==> src/rtl/core/assert_macros.svh <==
// Assertion helpers shared by the pixel effect modules.
`ifndef ASSERT_MACROS_SVH
`define ASSERT_MACROS_SVH

// Same-cycle implication, masked while reset is high.
`define RPCE_ASSERT_IMPL(label, clk, rst, ante, cons) \
  label: assert property (@(posedge clk) disable iff (rst) (ante) |-> (cons)) \
    else $error("rpce assertion failed");

// Next-cycle implication, masked while reset is high.
`define RPCE_ASSERT_NEXT(label, clk, rst, ante, cons) \
  label: assert property (@(posedge clk) disable iff (rst) (ante) |=> (cons)) \
    else $error("rpce assertion failed");

`endif

==> src/rtl/core/rpce_pkg.sv <==
`default_nettype none

package rpce_pkg;

  // Channel and arithmetic widths
  localparam int CHANNEL_BITS   = 8;
  localparam int MAX_BITS       = 8;
  localparam int COEF_BITS      = 16;
  localparam int FRAC_BITS      = 16;
  localparam int PROD_BITS      = COEF_BITS + CHANNEL_BITS;
  localparam int ACC_BITS       = PROD_BITS + 2;
  localparam int SUM_BITS       = CHANNEL_BITS + 2;
  localparam int RECIP_SHIFT    = SUM_BITS;
  localparam int RECIP_THIRD    = (1 << RECIP_SHIFT) / 3;
  localparam int CFG_INDEX_BITS = 2;
  localparam int CFG_DATA_BITS  = 8;

  typedef logic [CHANNEL_BITS-1:0] chan_t;
  typedef logic [COEF_BITS-1:0]    coef_t;

  localparam chan_t CH_FULL = '1;

  typedef enum logic [1:0] {
    MODE_NEGATIVE = 2'd0,
    MODE_GRAY     = 2'd1,
    MODE_SEPIA    = 2'd2,
    MODE_XRAY     = 2'd3
  } effect_mode_t;

  // Configuration register indexes and reset values
  localparam logic [CFG_INDEX_BITS-1:0] CFG_EFFECT_MODE = 2'd0;
  localparam logic [CFG_INDEX_BITS-1:0] CFG_MAX_VALUE   = 2'd1;
  localparam effect_mode_t              EFFECT_MODE_RESET = MODE_GRAY;
  localparam logic [MAX_BITS-1:0]       MAX_VALUE_RESET   = 8'd255;

  // Q16 coefficients, row k gives output channel k
  localparam coef_t SEPIA_Q16 [3][3] = '{
    '{16'd25756, 16'd50397, 16'd12386},
    '{16'd22872, 16'd44958, 16'd11010},
    '{16'd17826, 16'd34996, 16'd8585}
  };
  localparam coef_t LUMA_Q16 [3] = '{16'd19595, 16'd38470, 16'd7471};

  // Beat leaving the multiply stage
  typedef struct packed {
    effect_mode_t                     mode;
    logic                             eoi;
    logic [2:0][CHANNEL_BITS-1:0]     neg;
    logic [SUM_BITS-1:0]              sum;
    logic [2:0][2:0][PROD_BITS-1:0]   sepia_prod;
    logic [2:0][PROD_BITS-1:0]        luma_prod;
  } mult_beat_t;

  // Beat leaving the accumulate stage
  typedef struct packed {
    effect_mode_t                     mode;
    logic                             eoi;
    logic [2:0][CHANNEL_BITS-1:0]     neg;
    logic [SUM_BITS-1:0]              sum;
    logic [SUM_BITS-1:0]              quot_est;
    logic [2:0][ACC_BITS-1:0]         sepia_acc;
    logic [ACC_BITS-1:0]              luma_acc;
  } accum_beat_t;

  // Finished pixel
  typedef struct packed {
    chan_t red;
    chan_t green;
    chan_t blue;
    logic  eoi;
  } pixel_t;

endpackage

`default_nettype wire

==> src/rtl/core/rpce_mult.sv <==
`default_nettype none

module rpce_mult
  import rpce_pkg::*;
(
  input  wire logic                clk,
  input  wire logic                rst,
  input  wire logic                up_valid,
  output logic                     up_ready,
  input  wire chan_t               red,
  input  wire chan_t               green,
  input  wire chan_t               blue,
  input  wire logic                eoi,
  input  wire effect_mode_t        mode,
  input  wire logic [MAX_BITS-1:0] max_value,
  output logic                     dn_valid,
  input  wire logic                dn_ready,
  output mult_beat_t               dn_beat
);

  mult_beat_t beat_next;
  chan_t      ch [3];
  chan_t      max_ext;

  assign ch[0]   = red;
  assign ch[1]   = green;
  assign ch[2]   = blue;
  assign max_ext = CHANNEL_BITS'(max_value);

  // Form all products, the channel sum and the negative values
  always_comb begin
    beat_next.mode = mode;
    beat_next.eoi  = eoi;
    beat_next.sum  = SUM_BITS'(red) + SUM_BITS'(green) + SUM_BITS'(blue);
    for (int k = 0; k < 3; k++) begin
      beat_next.neg[k] = (ch[k] > max_ext) ? '0 : max_ext - ch[k];
      beat_next.luma_prod[k] = PROD_BITS'(LUMA_Q16[k]) * PROD_BITS'(ch[k]);
      for (int j = 0; j < 3; j++) begin
        beat_next.sepia_prod[k][j] = PROD_BITS'(SEPIA_Q16[k][j]) * PROD_BITS'(ch[j]);
      end
    end
  end

  // Advance when the stage is empty or its beat is being taken
  assign up_ready = !dn_valid || dn_ready;

  always_ff @(posedge clk) begin
    if (rst) begin
      dn_valid <= 1'b0;
    end else if (up_ready) begin
      dn_valid <= up_valid;
    end
  end

  always_ff @(posedge clk) begin
    if (up_valid && up_ready) begin
      dn_beat <= beat_next;
    end
  end

endmodule

`default_nettype wire

==> src/rtl/core/rpce_accum.sv <==
`default_nettype none

module rpce_accum
  import rpce_pkg::*;
(
  input  wire logic        clk,
  input  wire logic        rst,
  input  wire logic        up_valid,
  output logic             up_ready,
  input  wire mult_beat_t  up_beat,
  output logic             dn_valid,
  input  wire logic        dn_ready,
  output accum_beat_t      dn_beat
);

  accum_beat_t               beat_next;
  logic [2*SUM_BITS-1:0]     recip_prod;

  // Estimate sum / 3 by a reciprocal multiply; low by at most one
  assign recip_prod = (2*SUM_BITS)'(up_beat.sum) * (2*SUM_BITS)'(RECIP_THIRD);

  // Add up the matrix rows and the luma terms
  always_comb begin
    beat_next.mode     = up_beat.mode;
    beat_next.eoi      = up_beat.eoi;
    beat_next.neg      = up_beat.neg;
    beat_next.sum      = up_beat.sum;
    beat_next.quot_est = recip_prod[2*SUM_BITS-1:RECIP_SHIFT];
    for (int k = 0; k < 3; k++) begin
      beat_next.sepia_acc[k] = ACC_BITS'(up_beat.sepia_prod[k][0])
                             + ACC_BITS'(up_beat.sepia_prod[k][1])
                             + ACC_BITS'(up_beat.sepia_prod[k][2]);
    end
    beat_next.luma_acc = ACC_BITS'(up_beat.luma_prod[0])
                       + ACC_BITS'(up_beat.luma_prod[1])
                       + ACC_BITS'(up_beat.luma_prod[2]);
  end

  assign up_ready = !dn_valid || dn_ready;

  always_ff @(posedge clk) begin
    if (rst) begin
      dn_valid <= 1'b0;
    end else if (up_ready) begin
      dn_valid <= up_valid;
    end
  end

  always_ff @(posedge clk) begin
    if (up_valid && up_ready) begin
      dn_beat <= beat_next;
    end
  end

endmodule

`default_nettype wire

==> src/rtl/core/rpce_select.sv <==
`default_nettype none

`include "assert_macros.svh"

module rpce_select
  import rpce_pkg::*;
(
  input  wire logic        clk,
  input  wire logic        rst,
  input  wire logic        up_valid,
  output logic             up_ready,
  input  wire accum_beat_t up_beat,
  output logic             dn_valid,
  input  wire logic        dn_ready,
  output pixel_t           dn_pixel
);

  pixel_t                     pixel_next;
  logic [SUM_BITS-1:0]        rem;
  logic [SUM_BITS-1:0]        quot;
  chan_t                      avg;
  chan_t                      xray;
  chan_t                      sepia [3];
  logic [ACC_BITS-FRAC_BITS-1:0] luma;
  logic [ACC_BITS-FRAC_BITS-1:0] sepia_int [3];

  // Correct the quotient estimate with one compare and add
  assign rem  = up_beat.sum - ((up_beat.quot_est << 1) + up_beat.quot_est);
  assign quot = (rem >= SUM_BITS'(3)) ? up_beat.quot_est + SUM_BITS'(1) : up_beat.quot_est;
  assign avg  = quot[CHANNEL_BITS-1:0];

  // Drop the fraction, then invert against full scale, giving zero above it
  assign luma = up_beat.luma_acc[ACC_BITS-1:FRAC_BITS];
  assign xray = (luma > (ACC_BITS-FRAC_BITS)'(CH_FULL)) ? '0
              : CH_FULL - luma[CHANNEL_BITS-1:0];

  always_comb begin
    for (int k = 0; k < 3; k++) begin
      sepia_int[k] = up_beat.sepia_acc[k][ACC_BITS-1:FRAC_BITS];
      sepia[k] = (sepia_int[k] > (ACC_BITS-FRAC_BITS)'(CH_FULL)) ? CH_FULL
               : sepia_int[k][CHANNEL_BITS-1:0];
    end
  end

  // Pick the effect
  always_comb begin
    pixel_next.eoi = up_beat.eoi;
    case (up_beat.mode)
      MODE_NEGATIVE: begin
        pixel_next.red   = up_beat.neg[0];
        pixel_next.green = up_beat.neg[1];
        pixel_next.blue  = up_beat.neg[2];
      end
      MODE_GRAY: begin
        pixel_next.red   = avg;
        pixel_next.green = avg;
        pixel_next.blue  = avg;
      end
      MODE_SEPIA: begin
        pixel_next.red   = sepia[0];
        pixel_next.green = sepia[1];
        pixel_next.blue  = sepia[2];
      end
      default: begin
        pixel_next.red   = xray;
        pixel_next.green = xray;
        pixel_next.blue  = xray;
      end
    endcase
  end

  assign up_ready = !dn_valid || dn_ready;

  // Output register: hold the pixel while the receiver stalls
  always_ff @(posedge clk) begin
    if (rst) begin
      dn_valid <= 1'b0;
    end else if (up_ready) begin
      dn_valid <= up_valid;
    end
  end

  always_ff @(posedge clk) begin
    if (up_valid && up_ready) begin
      dn_pixel <= pixel_next;
    end
  end

  `RPCE_ASSERT_IMPL(a_quot_corr_range, clk, rst, up_valid, rem < SUM_BITS'(6))
  `RPCE_ASSERT_IMPL(a_mono_modes, clk, rst, up_valid && (up_beat.mode == MODE_GRAY || up_beat.mode == MODE_XRAY), pixel_next.red == pixel_next.green && pixel_next.green == pixel_next.blue)
  `RPCE_ASSERT_NEXT(a_out_load, clk, rst, up_valid && up_ready, dn_valid && dn_pixel == $past(pixel_next))

endmodule

`default_nettype wire

==> src/rtl/core/rgb_pixel_color_effects.sv <==
// RGB pixel colour effects.
// Input channel: in_valid/in_ready with red_in, green_in, blue_in and
// end_of_image, one pixel per beat. Output channel: out_valid/out_ready with
// red_out, green_out, blue_out and end_of_image_out, one pixel per input beat,
// in order. Configuration channel: cfg_valid/cfg_ready with cfg_index and
// cfg_data; index 0 is effect_mode (0 negative, 1 grayscale average, 2 sepia,
// 3 x-ray), index 1 is max_value for the negative effect. Other indexes are
// ignored. cfg_ready is always high; write only while the pipeline is empty.
// Path: an accepted beat is registered in the multiply stage, then in the
// accumulate stage, then in the select stage that presents it on the output.
// Throughput: one pixel per cycle while out_ready is high, set by three register
// stages (multiply, row accumulate, clamp and select), each advancing on its own
// valid bit. Reset: empties the pipeline, effect_mode returns to grayscale and
// max_value to 255. When out_ready is low the output beat holds and the stages
// fill behind it; in_ready falls once all three hold a pixel. Nothing is lost.
`default_nettype none

`include "assert_macros.svh"

module rgb_pixel_color_effects
  import rpce_pkg::*;
(
  input  wire logic                      clk,
  input  wire logic                      rst,
  input  wire logic                      cfg_valid,
  output logic                           cfg_ready,
  input  wire logic [CFG_INDEX_BITS-1:0] cfg_index,
  input  wire logic [CFG_DATA_BITS-1:0]  cfg_data,
  input  wire logic                      in_valid,
  output logic                           in_ready,
  input  wire chan_t                     red_in,
  input  wire chan_t                     green_in,
  input  wire chan_t                     blue_in,
  input  wire logic                      end_of_image,
  output logic                           out_valid,
  input  wire logic                      out_ready,
  output chan_t                          red_out,
  output chan_t                          green_out,
  output chan_t                          blue_out,
  output logic                           end_of_image_out
);

  effect_mode_t          effect_mode;
  logic [MAX_BITS-1:0]   max_value;

  logic                  m_valid;
  logic                  m_ready;
  mult_beat_t            m_beat;
  logic                  a_valid;
  logic                  a_ready;
  accum_beat_t           a_beat;
  pixel_t                pixel;

  // Configuration registers
  assign cfg_ready = 1'b1;

  always_ff @(posedge clk) begin
    if (rst) begin
      effect_mode <= EFFECT_MODE_RESET;
      max_value   <= MAX_VALUE_RESET;
    end else if (cfg_valid && cfg_ready) begin
      case (cfg_index)
        CFG_EFFECT_MODE: effect_mode <= effect_mode_t'(cfg_data[1:0]);
        CFG_MAX_VALUE:   max_value   <= cfg_data[MAX_BITS-1:0];
        default: ;
      endcase
    end
  end

  rpce_mult u_mult (
    .clk       (clk),
    .rst       (rst),
    .up_valid  (in_valid),
    .up_ready  (in_ready),
    .red       (red_in),
    .green     (green_in),
    .blue      (blue_in),
    .eoi       (end_of_image),
    .mode      (effect_mode),
    .max_value (max_value),
    .dn_valid  (m_valid),
    .dn_ready  (m_ready),
    .dn_beat   (m_beat)
  );

  rpce_accum u_accum (
    .clk      (clk),
    .rst      (rst),
    .up_valid (m_valid),
    .up_ready (m_ready),
    .up_beat  (m_beat),
    .dn_valid (a_valid),
    .dn_ready (a_ready),
    .dn_beat  (a_beat)
  );

  rpce_select u_select (
    .clk      (clk),
    .rst      (rst),
    .up_valid (a_valid),
    .up_ready (a_ready),
    .up_beat  (a_beat),
    .dn_valid (out_valid),
    .dn_ready (out_ready),
    .dn_pixel (pixel)
  );

  assign red_out          = pixel.red;
  assign green_out        = pixel.green;
  assign blue_out         = pixel.blue;
  assign end_of_image_out = pixel.eoi;

  `RPCE_ASSERT_IMPL(a_cfg_after_reset, clk, rst, $past(rst), effect_mode == EFFECT_MODE_RESET && max_value == MAX_VALUE_RESET)
  `RPCE_ASSERT_IMPL(a_full_pipe_stalls, clk, rst, out_valid && !out_ready && a_valid && m_valid, !in_ready)

endmodule

`default_nettype wire

==> config.mk <==
export PLATFORM = sky130hd
export DESIGN_NAME = rgb_pixel_color_effects
export DESIGN_NICKNAME = d
export VERILOG_FILES = /design/src/rtl/core/rpce_pkg.sv /design/src/rtl/core/rpce_mult.sv /design/src/rtl/core/rpce_accum.sv /design/src/rtl/core/rpce_select.sv /design/src/rtl/core/rgb_pixel_color_effects.sv
export VERILOG_INCLUDE_DIRS = /design/src /design/src/rtl/core
export SDC_FILE = /design/constraint.sdc
export NUM_CORES = 2
export LEC_CHECK = 0
export ABC_AREA = 1
export BUFFER_PORTS_ARGS = -buffer_cell sky130_fd_sc_hd__buf_4
export CORE_UTILIZATION = 39
export DETAILED_ROUTE_END_ITERATION = 8
export GPL_TIMING_DRIVEN = 0
export HOLD_SLACK_MARGIN = 0.03
export PLACE_DENSITY = 0.59
export SLEW_MARGIN = 5
export SYNTH_ARGS = -nofsm -noshare
export SYNTH_HDL_FRONTEND = slang
export SYNTH_HIERARCHICAL = 1
export SYNTH_SLANG_ARGS = --single-unit
==> constraint.sdc <==
create_clock -name clk -period 27.5 [get_ports clk]
set_clock_uncertainty 0.2 [all_clocks]
set_input_delay 2.75 -clock clk [delete_from_list [all_inputs] [get_ports clk]]
set_output_delay 2.75 -clock clk [all_outputs]
set_load 0.01 [all_outputs]
==> impl_metrics.yaml <==
placed_design:
  routabilityCongestion: 0.955
  portBuffers: 65
  placed_cells: 7248
  dp_hpwl_um: 115000
grt:
  grt_pass1_vias: 34646
  grt_usage_pct: 23.0
  grt_max_degree: 30
  antenna_found_initial: 6
  grt_pass1_wl_um: 203000
  gr-total-overflow: 0
floorplan:
  fp.dieArea_um2: 119000
  rows: 125
  io_pins: 68
  start_util_pct: 39.3
  die_x_um: 344
  die-height_um: 344
  core_um2: 116000
synthesis:
  synthCells: 5618
  syn_avg_cell_area_um2: 8.13
  ys_warn_count: 6
  syn-cell-area_um2: 45700
cts:
  tritoncts: "yes"
  clk_latency_ns: 0.64
  clkTransAtPathRegs_ns: 0.06
  cts_hold_buf: 0
  cts_buffers: 48
  cts_resized: 0
  post_cts_buffers: 0
  cts.sinks: 401
  root_buffer: "clkbuf_16"
  htree_levels: 2
  clk_path_buf_depth: 3
drt:
  wl_um: 135000
  dr.pass1.iters: 5
  wl_per_cell_um: 18.4
  avgViaCountPerCell: 4.88
  ant_nets: 0
  drc_errors: 0
  num_vias: 35848
  drt-initial-drc-count: 2350
critical_path:
  regToRegSetupSlack_ns: 23.48
  endpoint_kind: "register"
  r2r-end: "u_accum/dn_beat[112]"
  arrival_ns: 7.34
  reg2reg_depth: 13
  critPathKind: "input port to register"
  required_ns: 27.62
  start_kind: "input port"
  path_max_fanout: 13
  rr_startpoint: "u_mult/dn_beat[293]"
final_layout:
  nFillCells: 11639
  fin_cells: 7342
  drive_gt1_share_pct: 5.56
  multi_input_area_um2: 29000
  nets: 6849
  area_growth_pct: 9.83
  final-seq-area_um2: 11900
sta:
  worst_pin_slew_ns: 0.905
  setup-violations-final: 0
  maxSlewHeadroom_pct: 39.5
  maxSlewViolCount: 0
  fin_crit_sh_pct: 26.3
  layout_min_cycle_time_ns: 7.23
  clock.fmax_mhz: 138
  grt_setup_unrepaired: "no"
  finalSetupTns_ns: 0
  hold_viol: 0
hold_path:
  hold_depth: 0
  hold_path_class: "register to register"
  hold_start: "u_mult/dn_beat[298]"
  worstHoldEndpoint: "u_accum/dn_beat[124]"
power_and_ir_drop:
  p_leak_nw: 26.7
  power_density_nw_per_um2: 118
  ir_worst_vdd_uv: 89.1
run:
  maxCapViolations: 0
outcome:
  outcome: "finished clean"
metal layers:
layer | global-route usage (%) | vias to the layer above | share of wire, %
li1 | - | 18075 | -
met1 | 31.1 | 16866 | 45
met2 | 37.5 | 761 | 46
met3 | 4.00 | 144 | 5.9
met4 | 6.79 | 2 | 3.0
met5 | 0 | - | 0.0096
per-stage QoR:
stage / power, mW / hold WS, ns / cell area (um2) / worst slack, ns / utilization [%]
5_1_grt: 6.51 / 0.221 / 50200 / 20.11 / 43.2
3_3_place_gp: 5.20 / 0.203 / 48200 / 3.08 / 41.5
4_1_cts: 5.89 / 0.215 / 50200 / 20.35 / 43.2
6_report: 5.90 / 0.213 / 50200 / 20.27 / 43.2
3_5_place_dp: 5.21 / 0.205 / 48600 / 19.66 / 41.8
2_1_floorplan: 3.97 / 0.200 / 45800 / 10.06 / -
worst max-delay path by stage:
| stage | from | end | slack, ns | cells after the start |
|---|---|---|---|---|
| 2_1_floorplan | out_ready | u_mult/dn_beat[0] | 10.06 | 6 |
| 6_report | green_in[6] | u_mult/dn_beat[191] | 20.27 | 17 |
| 5_1_grt | green_in[6] | u_mult/dn_beat[183] | 20.11 | 17 |
| 3_5_place_dp | green_in[6] | u_mult/dn_beat[191] | 19.66 | 17 |
| 4_1_cts | green_in[6] | u_mult/dn_beat[183] | 20.35 | 17 |
| 3_3_place_gp | out_ready | u_mult/dn_beat[118] | 3.08 | 7 |
where the power goes:
part / switching, mW / total (mW) / internal (mW) / leakage (nW)
clock: 0.278 / 0.642 / 0.364 / 0.751
combinational: 2.78 / 4.16 / 1.37 / 22.0
sequential: 0.119 / 1.10 / 0.983 / 3.88
layout make-up:
class	instances	area share, %
Buffer	58	0.855
Inverter	1181	8.84
Sequential cell	401	23.7
Tap cell	1524	3.80
Clock inverter	31	0.668
Timing Repair Buffer	82	1.75
Antenna cell	5	0.0249
Clock buffer	58	2.47
Multi-Input combinational cell	4002	57.9
flip-flops by register name, summed over array words and instances, names as in the netlist:
register	count
u_accum/dn_valid	1
u_select/dn_valid	1
max_value	8
u_mult/dn_beat	277
u_select/dn_pixel	25
u_accum/dn_beat	86
effect_mode	2
u_mult/dn_valid	1
worst max-delay path, stage by stage:
cell and delay, ns:
buf_4 0.32, inv_1 0.45, ha_1 0.59, inv_1 0.19, fa_1 0.54, inv_1 0.06, fa_1 0.52, fa_1 0.55
inv_1 0.04, ha_1 0.37, nand2_1 0.12, nor2_1 0.18, inv_1 0.06, nor2_1 0.10, nand3_1 0.11, nand4_1 0.10
nand2_1 0.22
cells in the final DEF, fill, tap and decap left out, drive strengths merged, types with 2 or more instances in the layout:
master,instances
fa,342
a21o,11
o211ai,2
inv,1186
a21oi,294
a31oi,5
and2,18
ha,693
diode,5
clkbuf,62
nor2,349
nand4,66
xor2,105
dfxtp,13
clkinvlp,5
bufinv,4
nor4,2
buf,136
or2,10
a21boi,6
nand3,316
nand3b,6
conb,27
xnor2,24
clkinv,17
o21a,5
o21ai,80
nand2,1580
edfxtp,388
nor3,41
o21bai,15
(Power assumes the default switching activity.)
